### src/rtl/mnlp_pkg.sv
// Shared constants for the macro number list parser.
package mnlp_pkg;

  localparam int CHAR_W  = 8;
  localparam int VALUE_W = 27;
  localparam int CNT_W   = 16;
  localparam int ROW_W   = 5;
  localparam int SLOT_W  = 6;
  localparam int MC_W    = 6;

  localparam logic [1:0] KIND_NUMBER = 2'd0;
  localparam logic [1:0] KIND_ERROR  = 2'd1;
  localparam logic [1:0] KIND_DONE   = 2'd2;

  localparam logic [1:0] ERR_TOO_MANY_DIGITS = 2'd0;
  localparam logic [1:0] ERR_UNEXPECTED_CHAR = 2'd1;
  localparam logic [1:0] ERR_OUT_OF_RANGE    = 2'd2;

  localparam logic [CHAR_W-1:0] CH_NEWLINE = 8'h0A;
  localparam logic [CHAR_W-1:0] CH_CR      = 8'h0D;
  localparam logic [CHAR_W-1:0] CH_COMMA   = 8'h2C;
  localparam logic [CHAR_W-1:0] CH_SPACE   = 8'h20;
  localparam logic [CHAR_W-1:0] CH_TAB     = 8'h09;
  localparam logic [CHAR_W-1:0] CH_ZERO    = 8'h30;
  localparam logic [CHAR_W-1:0] CH_NINE    = 8'h39;

  localparam logic [CNT_W-1:0] CNT_MAX = 16'hFFFF;

endpackage

### src/rtl/mnlp_if.sv
// Request channels of the macro number list parser: text bytes in, results out.
interface mnlp_in_if;
  logic                           valid;
  logic                           ready;
  logic [mnlp_pkg::CHAR_W-1:0]    char_code;
  logic                           end_of_file;

  modport source (output valid, output char_code, output end_of_file, input ready);
  modport sink   (input valid, input char_code, input end_of_file, output ready);
endinterface

interface mnlp_out_if;
  logic                           valid;
  logic                           ready;
  logic [1:0]                     kind;
  logic [mnlp_pkg::ROW_W-1:0]     row;
  logic [mnlp_pkg::SLOT_W-1:0]    key_slot;
  logic [mnlp_pkg::VALUE_W-1:0]   value;
  logic [1:0]                     error_code;
  logic [mnlp_pkg::CNT_W-1:0]     line_number;
  logic [mnlp_pkg::CNT_W-1:0]     column_number;
  logic [mnlp_pkg::MC_W-1:0]      macro_count;

  modport source (output valid, output kind, output row, output key_slot, output value,
                  output error_code, output line_number, output column_number,
                  output macro_count, input ready);
  modport sink   (input valid, input kind, input row, input key_slot, input value,
                  input error_code, input line_number, input column_number,
                  input macro_count, output ready);
endinterface

### src/rtl/macro_number_list_parser_top.sv
// Macro number list parser: decimal key-code text to (row, slot, value) results.
// One text byte is taken per clock. Each request is decoded in a single
// combinational step against the parser state and lands in the result register
// on the same edge, so a result is presented in the cycle after its byte is taken.
// A byte is accepted whenever the result register is empty or being drained,
// giving a sustained rate of one byte per cycle; only a stalled result slows it.
// At most one result per byte. After an error the parser ignores bytes until
// end_of_file, which always returns the done result and resets the parser.
module macro_number_list_parser_top #(
  parameter int MAX_DIGITS = 8,
  parameter int MAX_ROWS   = 32,
  parameter int MAX_SLOTS  = 64
) (
  input  logic        clk,
  input  logic        rst,
  mnlp_in_if.sink     in_ch,
  mnlp_out_if.source  out_ch
);

  localparam int DW = $clog2(MAX_DIGITS + 1);
  localparam int RW = $clog2(MAX_ROWS + 1);
  localparam int SW = $clog2(MAX_SLOTS + 1);

  // parser state
  logic                          gap_phase, gap_phase_next;
  logic                          halted, halted_next;
  logic [DW-1:0]                 digit_count, digit_count_next;
  logic [mnlp_pkg::VALUE_W-1:0]  accumulator, accumulator_next;
  logic [RW-1:0]                 row_index, row_index_next;
  logic [SW-1:0]                 slot_index, slot_index_next;
  logic [mnlp_pkg::CNT_W-1:0]    line_counter, line_counter_next;
  logic [mnlp_pkg::CNT_W-1:0]    column_counter, column_counter_next;
  logic [RW-1:0]                 rows_used, rows_used_next;

  // result of the current request
  logic                          res_valid;
  logic [1:0]                    res_kind;
  logic [1:0]                    res_error;
  logic                          res_stored;
  logic [31:0]                   row_wide, slot_wide, mc_wide;

  logic                          accept;
  logic                          is_digit, is_nl, is_comma, is_blank;
  logic [mnlp_pkg::VALUE_W-1:0]  digit_val;
  logic [mnlp_pkg::CNT_W-1:0]    column_inc;

  assign in_ch.ready = !out_ch.valid || out_ch.ready;
  assign accept      = in_ch.valid && in_ch.ready;

  assign is_digit  = (in_ch.char_code >= mnlp_pkg::CH_ZERO) &&
                     (in_ch.char_code <= mnlp_pkg::CH_NINE);
  assign is_nl     = (in_ch.char_code == mnlp_pkg::CH_NEWLINE) ||
                     (in_ch.char_code == mnlp_pkg::CH_CR);
  assign is_comma  = in_ch.char_code == mnlp_pkg::CH_COMMA;
  assign is_blank  = (in_ch.char_code == mnlp_pkg::CH_SPACE) ||
                     (in_ch.char_code == mnlp_pkg::CH_TAB);
  assign digit_val = mnlp_pkg::VALUE_W'(in_ch.char_code[3:0]);
  assign column_inc = (column_counter == mnlp_pkg::CNT_MAX) ? column_counter
                                                             : column_counter + 1'b1;

  always_comb begin
    logic go;
    logic fail;
    go                  = 1'b1;
    fail                = 1'b0;
    res_stored          = 1'b0;
    res_error           = mnlp_pkg::ERR_TOO_MANY_DIGITS;
    res_valid           = 1'b0;
    res_kind            = mnlp_pkg::KIND_NUMBER;
    gap_phase_next      = gap_phase;
    halted_next         = halted;
    digit_count_next    = digit_count;
    accumulator_next    = accumulator;
    row_index_next      = row_index;
    slot_index_next     = slot_index;
    line_counter_next   = line_counter;
    column_counter_next = column_counter;
    rows_used_next      = rows_used;

    if (in_ch.end_of_file) begin
      res_valid           = 1'b1;
      res_kind            = mnlp_pkg::KIND_DONE;
      gap_phase_next      = 1'b0;
      halted_next         = 1'b0;
      digit_count_next    = '0;
      accumulator_next    = '0;
      row_index_next      = '0;
      slot_index_next     = '0;
      line_counter_next   = '0;
      column_counter_next = '0;
      rows_used_next      = '0;
    end else if (!halted) begin
      if (!gap_phase) begin
        if (is_digit) begin
          go = 1'b0;
          if (digit_count >= DW'(MAX_DIGITS)) begin
            fail      = 1'b1;
            res_error = mnlp_pkg::ERR_TOO_MANY_DIGITS;
          end else begin
            accumulator_next    = (accumulator << 3) + (accumulator << 1) + digit_val;
            digit_count_next    = digit_count + 1'b1;
            column_counter_next = column_inc;
          end
        end else begin
          if (digit_count != '0) begin
            if (row_index >= RW'(MAX_ROWS) || slot_index >= SW'(MAX_SLOTS)) begin
              go        = 1'b0;
              fail      = 1'b1;
              res_error = mnlp_pkg::ERR_OUT_OF_RANGE;
            end else begin
              res_stored       = 1'b1;
              slot_index_next  = slot_index + 1'b1;
              rows_used_next   = row_index + 1'b1;
              accumulator_next = '0;
              digit_count_next = '0;
            end
          end
          if (go) begin
            if (is_nl) begin
              slot_index_next = '0;
              if (row_index < RW'(MAX_ROWS)) row_index_next = row_index + 1'b1;
            end
            gap_phase_next = 1'b1;
            // a comma that closes a number is swallowed here
            if (is_comma) go = 1'b0;
          end
        end
      end

      if (go) begin
        if (is_nl) begin
          column_counter_next = '0;
          line_counter_next   = (line_counter == mnlp_pkg::CNT_MAX) ? line_counter
                                                                     : line_counter + 1'b1;
        end else if (is_blank) begin
          column_counter_next = column_inc;
        end else if (is_digit) begin
          gap_phase_next      = 1'b0;
          accumulator_next    = digit_val;
          digit_count_next    = DW'(1);
          column_counter_next = column_inc;
        end else begin
          fail      = 1'b1;
          res_error = mnlp_pkg::ERR_UNEXPECTED_CHAR;
        end
      end

      // an error wins over a number closed by the same byte
      if (fail) begin
        halted_next = 1'b1;
        res_valid   = 1'b1;
        res_kind    = mnlp_pkg::KIND_ERROR;
      end else if (res_stored) begin
        res_valid = 1'b1;
        res_kind  = mnlp_pkg::KIND_NUMBER;
      end
    end
  end

  assign row_wide  = 32'(row_index);
  assign slot_wide = 32'(slot_index);
  assign mc_wide   = 32'(rows_used);

  always_ff @(posedge clk) begin
    if (rst) begin
      gap_phase      <= 1'b0;
      halted         <= 1'b0;
      digit_count    <= '0;
      accumulator    <= '0;
      row_index      <= '0;
      slot_index     <= '0;
      line_counter   <= '0;
      column_counter <= '0;
      rows_used      <= '0;
      out_ch.valid   <= 1'b0;
    end else begin
      if (accept) begin
        gap_phase      <= gap_phase_next;
        halted         <= halted_next;
        digit_count    <= digit_count_next;
        accumulator    <= accumulator_next;
        row_index      <= row_index_next;
        slot_index     <= slot_index_next;
        line_counter   <= line_counter_next;
        column_counter <= column_counter_next;
        rows_used      <= rows_used_next;
        out_ch.valid   <= res_valid;
      end else if (out_ch.ready) begin
        out_ch.valid <= 1'b0;
      end
    end
  end

  // result payload, loaded only when a result is produced
  always_ff @(posedge clk) begin
    if (accept && res_valid) begin
      out_ch.kind          <= res_kind;
      out_ch.row           <= '0;
      out_ch.key_slot      <= '0;
      out_ch.value         <= '0;
      out_ch.error_code    <= '0;
      out_ch.line_number   <= '0;
      out_ch.column_number <= '0;
      out_ch.macro_count   <= '0;
      unique case (res_kind)
        mnlp_pkg::KIND_NUMBER: begin
          out_ch.row      <= row_wide[mnlp_pkg::ROW_W-1:0];
          out_ch.key_slot <= slot_wide[mnlp_pkg::SLOT_W-1:0];
          out_ch.value    <= accumulator;
        end
        mnlp_pkg::KIND_ERROR: begin
          out_ch.error_code    <= res_error;
          out_ch.line_number   <= line_counter;
          out_ch.column_number <= column_counter;
        end
        default: begin
          out_ch.macro_count <= mc_wide[mnlp_pkg::MC_W-1:0];
        end
      endcase
    end
  end

`ifndef NO_ASSERTIONS
  // end of text always produces the done result right behind it
  a_eof_done: assert property (@(posedge clk) disable iff (rst)
    accept && in_ch.end_of_file |=> out_ch.valid && out_ch.kind == mnlp_pkg::KIND_DONE)
    else $error("end of text did not produce a done result");

  // a halted parser drops plain bytes silently
  a_halted_quiet: assert property (@(posedge clk) disable iff (rst)
    accept && halted && !in_ch.end_of_file |=> !out_ch.valid)
    else $error("halted parser produced a result");

  // after an error only end of text may restart the parser
  a_error_halts: assert property (@(posedge clk) disable iff (rst)
    accept && res_valid && res_kind == mnlp_pkg::KIND_ERROR |=> halted)
    else $error("error did not halt the parser");

  a_error_code: assert property (@(posedge clk) disable iff (rst)
    out_ch.valid && out_ch.kind == mnlp_pkg::KIND_ERROR |->
      out_ch.error_code == mnlp_pkg::ERR_TOO_MANY_DIGITS ||
      out_ch.error_code == mnlp_pkg::ERR_UNEXPECTED_CHAR ||
      out_ch.error_code == mnlp_pkg::ERR_OUT_OF_RANGE)
    else $error("undefined error code on result");
`endif

endmodule
### src/flat_wrapper.sv
// flat-port wrapper written by rule: the top's interface ports become plain ports
module macro_number_list_parser_top_flat 
#(
  parameter int MAX_DIGITS = 8,
  parameter int MAX_ROWS   = 32,
  parameter int MAX_SLOTS  = 64
)
  (clk, rst, in_ch_valid, in_ch_char_code, in_ch_end_of_file, in_ch_ready, out_ch_valid, out_ch_kind, out_ch_row, out_ch_key_slot, out_ch_value, out_ch_error_code, out_ch_line_number, out_ch_column_number, out_ch_macro_count, out_ch_ready);
  mnlp_in_if in_ch_i ();
  mnlp_out_if out_ch_i ();
  input  logic clk;
  input  logic rst;
  input wire logic [$bits(in_ch_i.valid)-1:0] in_ch_valid;
  input wire logic [$bits(in_ch_i.char_code)-1:0] in_ch_char_code;
  input wire logic [$bits(in_ch_i.end_of_file)-1:0] in_ch_end_of_file;
  output wire logic [$bits(in_ch_i.ready)-1:0] in_ch_ready;
  output wire logic [$bits(out_ch_i.valid)-1:0] out_ch_valid;
  output wire logic [$bits(out_ch_i.kind)-1:0] out_ch_kind;
  output wire logic [$bits(out_ch_i.row)-1:0] out_ch_row;
  output wire logic [$bits(out_ch_i.key_slot)-1:0] out_ch_key_slot;
  output wire logic [$bits(out_ch_i.value)-1:0] out_ch_value;
  output wire logic [$bits(out_ch_i.error_code)-1:0] out_ch_error_code;
  output wire logic [$bits(out_ch_i.line_number)-1:0] out_ch_line_number;
  output wire logic [$bits(out_ch_i.column_number)-1:0] out_ch_column_number;
  output wire logic [$bits(out_ch_i.macro_count)-1:0] out_ch_macro_count;
  input wire logic [$bits(out_ch_i.ready)-1:0] out_ch_ready;
  assign in_ch_i.valid = in_ch_valid;
  assign in_ch_i.char_code = in_ch_char_code;
  assign in_ch_i.end_of_file = in_ch_end_of_file;
  assign in_ch_ready = in_ch_i.ready;
  assign out_ch_valid = out_ch_i.valid;
  assign out_ch_kind = out_ch_i.kind;
  assign out_ch_row = out_ch_i.row;
  assign out_ch_key_slot = out_ch_i.key_slot;
  assign out_ch_value = out_ch_i.value;
  assign out_ch_error_code = out_ch_i.error_code;
  assign out_ch_line_number = out_ch_i.line_number;
  assign out_ch_column_number = out_ch_i.column_number;
  assign out_ch_macro_count = out_ch_i.macro_count;
  assign out_ch_i.ready = out_ch_ready;
  macro_number_list_parser_top #(.MAX_DIGITS(MAX_DIGITS), .MAX_ROWS(MAX_ROWS), .MAX_SLOTS(MAX_SLOTS)) u_core (.clk(clk), .rst(rst), .in_ch(in_ch_i), .out_ch(out_ch_i));
endmodule
### config.mk
export PLATFORM = sky130hd
export DESIGN_NAME = macro_number_list_parser_top_flat
export DESIGN_NICKNAME = d
export VERILOG_FILES = /design/src/rtl/mnlp_pkg.sv /design/src/rtl/mnlp_if.sv /design/src/rtl/macro_number_list_parser_top.sv /design/src/flat_wrapper.sv
export SDC_FILE = /design/constraint.sdc
export NUM_CORES = 1
export LEC_CHECK = 0
export BUFFER_PORTS_ARGS = -buffer_cell sky130_fd_sc_hd__clkbuf_2
export CORE_MARGIN = 5
export CORE_UTILIZATION = 60
export CTS_BUF_LIST = sky130_fd_sc_hd__clkbuf_4
export DETAILED_ROUTE_END_ITERATION = 8
export GPL_TIMING_DRIVEN = 1
export PLACE_DENSITY = 0.78
export SLEW_MARGIN = 20
export SYNTH_ARGS = -nofsm -noshare
export SYNTH_HDL_FRONTEND = slang
export SYNTH_SLANG_ARGS = --single-unit
### constraint.sdc
create_clock -name clk -period 14.1 [get_ports clk]
set_input_delay 2.82 -clock clk [delete_from_list [all_inputs] [get_ports clk]]
set_output_delay 2.82 -clock clk [all_outputs]
set_load 0.01 [all_outputs]
==> out/results.tsv <==
stage	metric	value	unit
synth	ys async rst share	0	
setup_path	Setup crit start	out_ch_ready	
setup_path	crit start category	input pin	
sta	final setup vio count	0	
worst_hold_path	HP Start	u_core.accumulator[24]	
power_and_ir_drop	Comb power frac	0.090	
clocking	Reg clk slew, reported paths	140	ps
route	drt total wl	20000	um
route	DRC violations left	0	
sta	Slew HR	0.297	
setup_path	end of the worst register-to-register path	u_core.accumulator[23]	
worst_hold_path	type of the worst min-delay path	register to register	
floorplan	die width	132	um
grt	vias in the first global route	6705	
power_and_ir_drop	sequential power share	0.593	
clocking	# resized after CTS	0	
worst_hold_path	WHS Path Cells	2	
synth	Post-synth EDFFs	80	
finish	layout cells sized above 1	0.142	
sta	Slew Viols, Final	0	
synth	Synth warnings	0	
route	WL/cell	16.2	um
clocking	clock sinks	165	
clocking	post-CTS setup buffer count	0	
sta	RSZ-0062 raised after global routing	false	
sta	Tightest Pin Transition	1050	ps
finish	final instance area	9850	um2
sta	final hold slack	497	ps
setup_path	Crit Path Max Fanout	4	
synth	dominant synthesized flop cell	dfxtp_1	
clocking	CTS root buf	clkbuf_4	
floorplan	io pins	95	
synth	Mean Syn Cell Area	9.35	um2
setup_path	critical path, cell by cell	clkbuf_2 -> nand2b_1 -> clkbuf_2	
clocking	H-tree levels	4	
synth	FF+latch count, synth	165	
place	DP Area	9570	um2
place	# placed instances	1199	
route	detailed-route via count	7419	
route	number of iterations in the first detailed-routing pass	5	
floorplan	Starting Density	0.615	
grt	total track usage	0.228	
run	max_cap viols	0	
setup_path	CP required	11280	ps
floorplan	Total Die Area	17500	um2
setup_path	Most Frequent Cell on Critical Path	clkbuf_2	
power_and_ir_drop	switching share of power	0.264	
sta	Fmax achieved	0.166	GHz
synth	Synthesized Nets	1029	
finish	antenna cells	0	
route	post-DR vias/cell	6.03	
clocking	Clock Latency Late Sink	560	ps
power_and_ir_drop	leakage power total	3.98	nW
setup_path	r2r setup slk	10510	ps
power_and_ir_drop	Max IR drop VDD	0.0502	mV
setup_path	CP Class	input pin to output pin	
clocking	Max clock buf depth	2	
power_and_ir_drop	switching pwr	234	uW
place	RD Place Congestion	0.927	
synth	Post-Synthesis Cells	959	
place	DPL Wire Length	14200	um
setup_path	path depth of the worst reg2reg path	13	
setup_path	CP Data Arrival Time	3210	ps
route	Final ANT Viol Nets	0	
place	IO Port Bufs	94	
grt	antenna violations before repair	0	
route	Iteration-0 DRC Markers	715	
finish	post-route insts no fill	1231	
synth	synth unique cells	70	
synth	leading area contributor after synthesis	edfxtp_1	
synth	register area share after synthesis	0.458	
clocking	CTS tree	yes	
sta	Layout Skew	17.4	ps
sta	setup TNS	0	ps
synth	ranking of synthesized cells by area	edfxtp_1, dfxtp_1, ha_1	
floorplan	# rows	44	
floorplan	Die Y	132	um
grt	global route total overflow	0	
clocking	hold buffer count at CTS	0	
power_and_ir_drop	Int Pwr	650	uW
power_and_ir_drop	pwr dens	89.7	nW/um2
power_and_ir_drop	clock group share of total power	0.317	
status	status	completed	
finish	Nets	1104	
grt	largest net degree at the start of global routing	70	
synth	synthesized cell area	8970	um2
sta	post-layout minimum cycle time	6030	ps
setup_path	Slowest-stage cell, CP	nand2b_1	
worst_hold_path	WHS Endpoint	u_core.accumulator[24]	
sta	final count of hold timing violations	0	
setup_path	r2r startpoint	u_core.accumulator[0]	
finish	Area growth syn-to-layout	9.88	%
clocking	Num CTS Buffers	17	
setup_path	CP Capture Type	output pin	
grt	global-route wire length before repair	33500	um
setup_path	Worst path max stage delay	170	ps
finish	fillers	1158	
floorplan	Core Region	14600	um2
synth	Synth top area share	0.268	
sta	Period Utilization, post-route	0.428	
[logic make-up (layout without fill, tap and decap cells)]
family,count (synthesis),after routing,synth area share
xor gates and xnor gates,38,38,0.0371
adders and majority gates,57,57,0.0812
DFF,165,165,0.458
buffers and inverters,69,157,0.0300
and+or+nand+nor,395,395,0.224
AOI/OAI and AO/OA,228,228,0.162
muxes,7,7,0.00781
[Yosys cell counts (all sizes together), types with 3 or more instances]
cell,n
a211oi,8
a21o,11
a21oi,81
a221oi,3
a222oi,3
a22o,3
a22oi,11
a31oi,9
a32oi,7
and2,84
and3,16
buf,4
clkbuf,42
dfxtp,85
edfxtp,80
ha,55
inv,23
mux2i,7
nand2,67
nand2b,17
nand3,26
nand3b,3
nand4,12
nor2,107
nor2b,5
nor3,29
nor3b,5
nor4,5
o2111ai,3
o211ai,4
o21ai,50
o21bai,3
o22ai,4
o32ai,3
or3,13
xnor2,17
xor2,21
[how the worst max path moves through the flow]
stage | cells past startpoint | slack, ps | endpoint
2_1_floorplan | 9 | 5490 | u_core.out_ch.column_number[0]
3_3_place_gp | 9 | 7810 | u_core.out_ch.value[9]
3_5_place_dp | 9 | 7640 | u_core.out_ch.value[6]
4_1_cts | 3 | 8060 | in_ch_ready
5_1_grt | 3 | 8000 | in_ch_ready
6_report | 3 | 8070 | in_ch_ready
[placed cells by master (no fill, tap or decap), drive strengths merged, types with 5 or more instances in the layout]
cell type  instances
a211oi             8
a21o              11
a21oi             81
a22oi             11
a31oi              9
a32oi              7
and2              84
and3              16
buf                8
clkbuf           112
clkinv             5
dfxtp             85
edfxtp            80
ha                55
inv               26
mux2i              7
nand2             67
nand2b            17
nand3             26
nand4             12
nor2             107
nor2b              5
nor3              29
nor3b              5
nor4               5
o21ai             50
or3               13
xnor2             17
xor2              21
[final cells by class]
class	instances	area, um2	area share
timing repair buffer	102	531	0.0538
multi-input combinational	725	4620	0.468
tap	184	230	0.0234
clock inverter	14	153	0.0155
clock buffer	18	135	0.0137
sequential	165	4100	0.416
inverter	23	86.3	0.00876
[metrics by stage]
stage	util	total power [mW]	setup slack, ps
6_report	0.675	0.884	8070
3_3_place_gp	0.655	0.613	7810
4_1_cts	0.675	0.889	8060
5_1_grt	0.675	0.916	8000
2_1_floorplan	-	0.585	5490
3_5_place_dp	0.656	0.615	7640
[state kept, by name, indices dropped and copies added, names as in the netlist, 6 cells and up]
signal	count
u_core.accumulator	27
u_core.column_counter	16
u_core.line_counter	16
u_core.out_ch.column_number	16
u_core.out_ch.key_slot	6
u_core.out_ch.line_number	16
u_core.out_ch.macro_count	6
u_core.out_ch.value	27
u_core.row_index	6
u_core.rows_used	6
u_core.slot_index	7
[routing by layer]
metal | vias up | part of all wire | global-route usage
met3 | 35 | 0.074 | 0.0382
met5 | - | 0 | 0
met1 | 3458 | 0.45 | 0.326
met4 | 0 | 0.018 | 0.0713
li1 | 3621 | - | -
met2 | 305 | 0.46 | 0.355
[power groups by stage]
stage / Clock, mW / Combinational, mW / Sequential (mW)
floorplan: 0 / 0.0414 / 0.543
global placement: 0 / 0.0784 / 0.534
detailed placement: 0 / 0.0801 / 0.535
CTS: 0.285 / 0.0801 / 0.524
global route: 0.303 / 0.0873 / 0.526
finish: 0.280 / 0.0795 / 0.524
[critical path: cells and delay by family]
family / cells / cell delay, ps
buf+inv: 2 / 220
simple gates: 1 / 170
No activity file was read; power rests on OpenSTA's default activity.
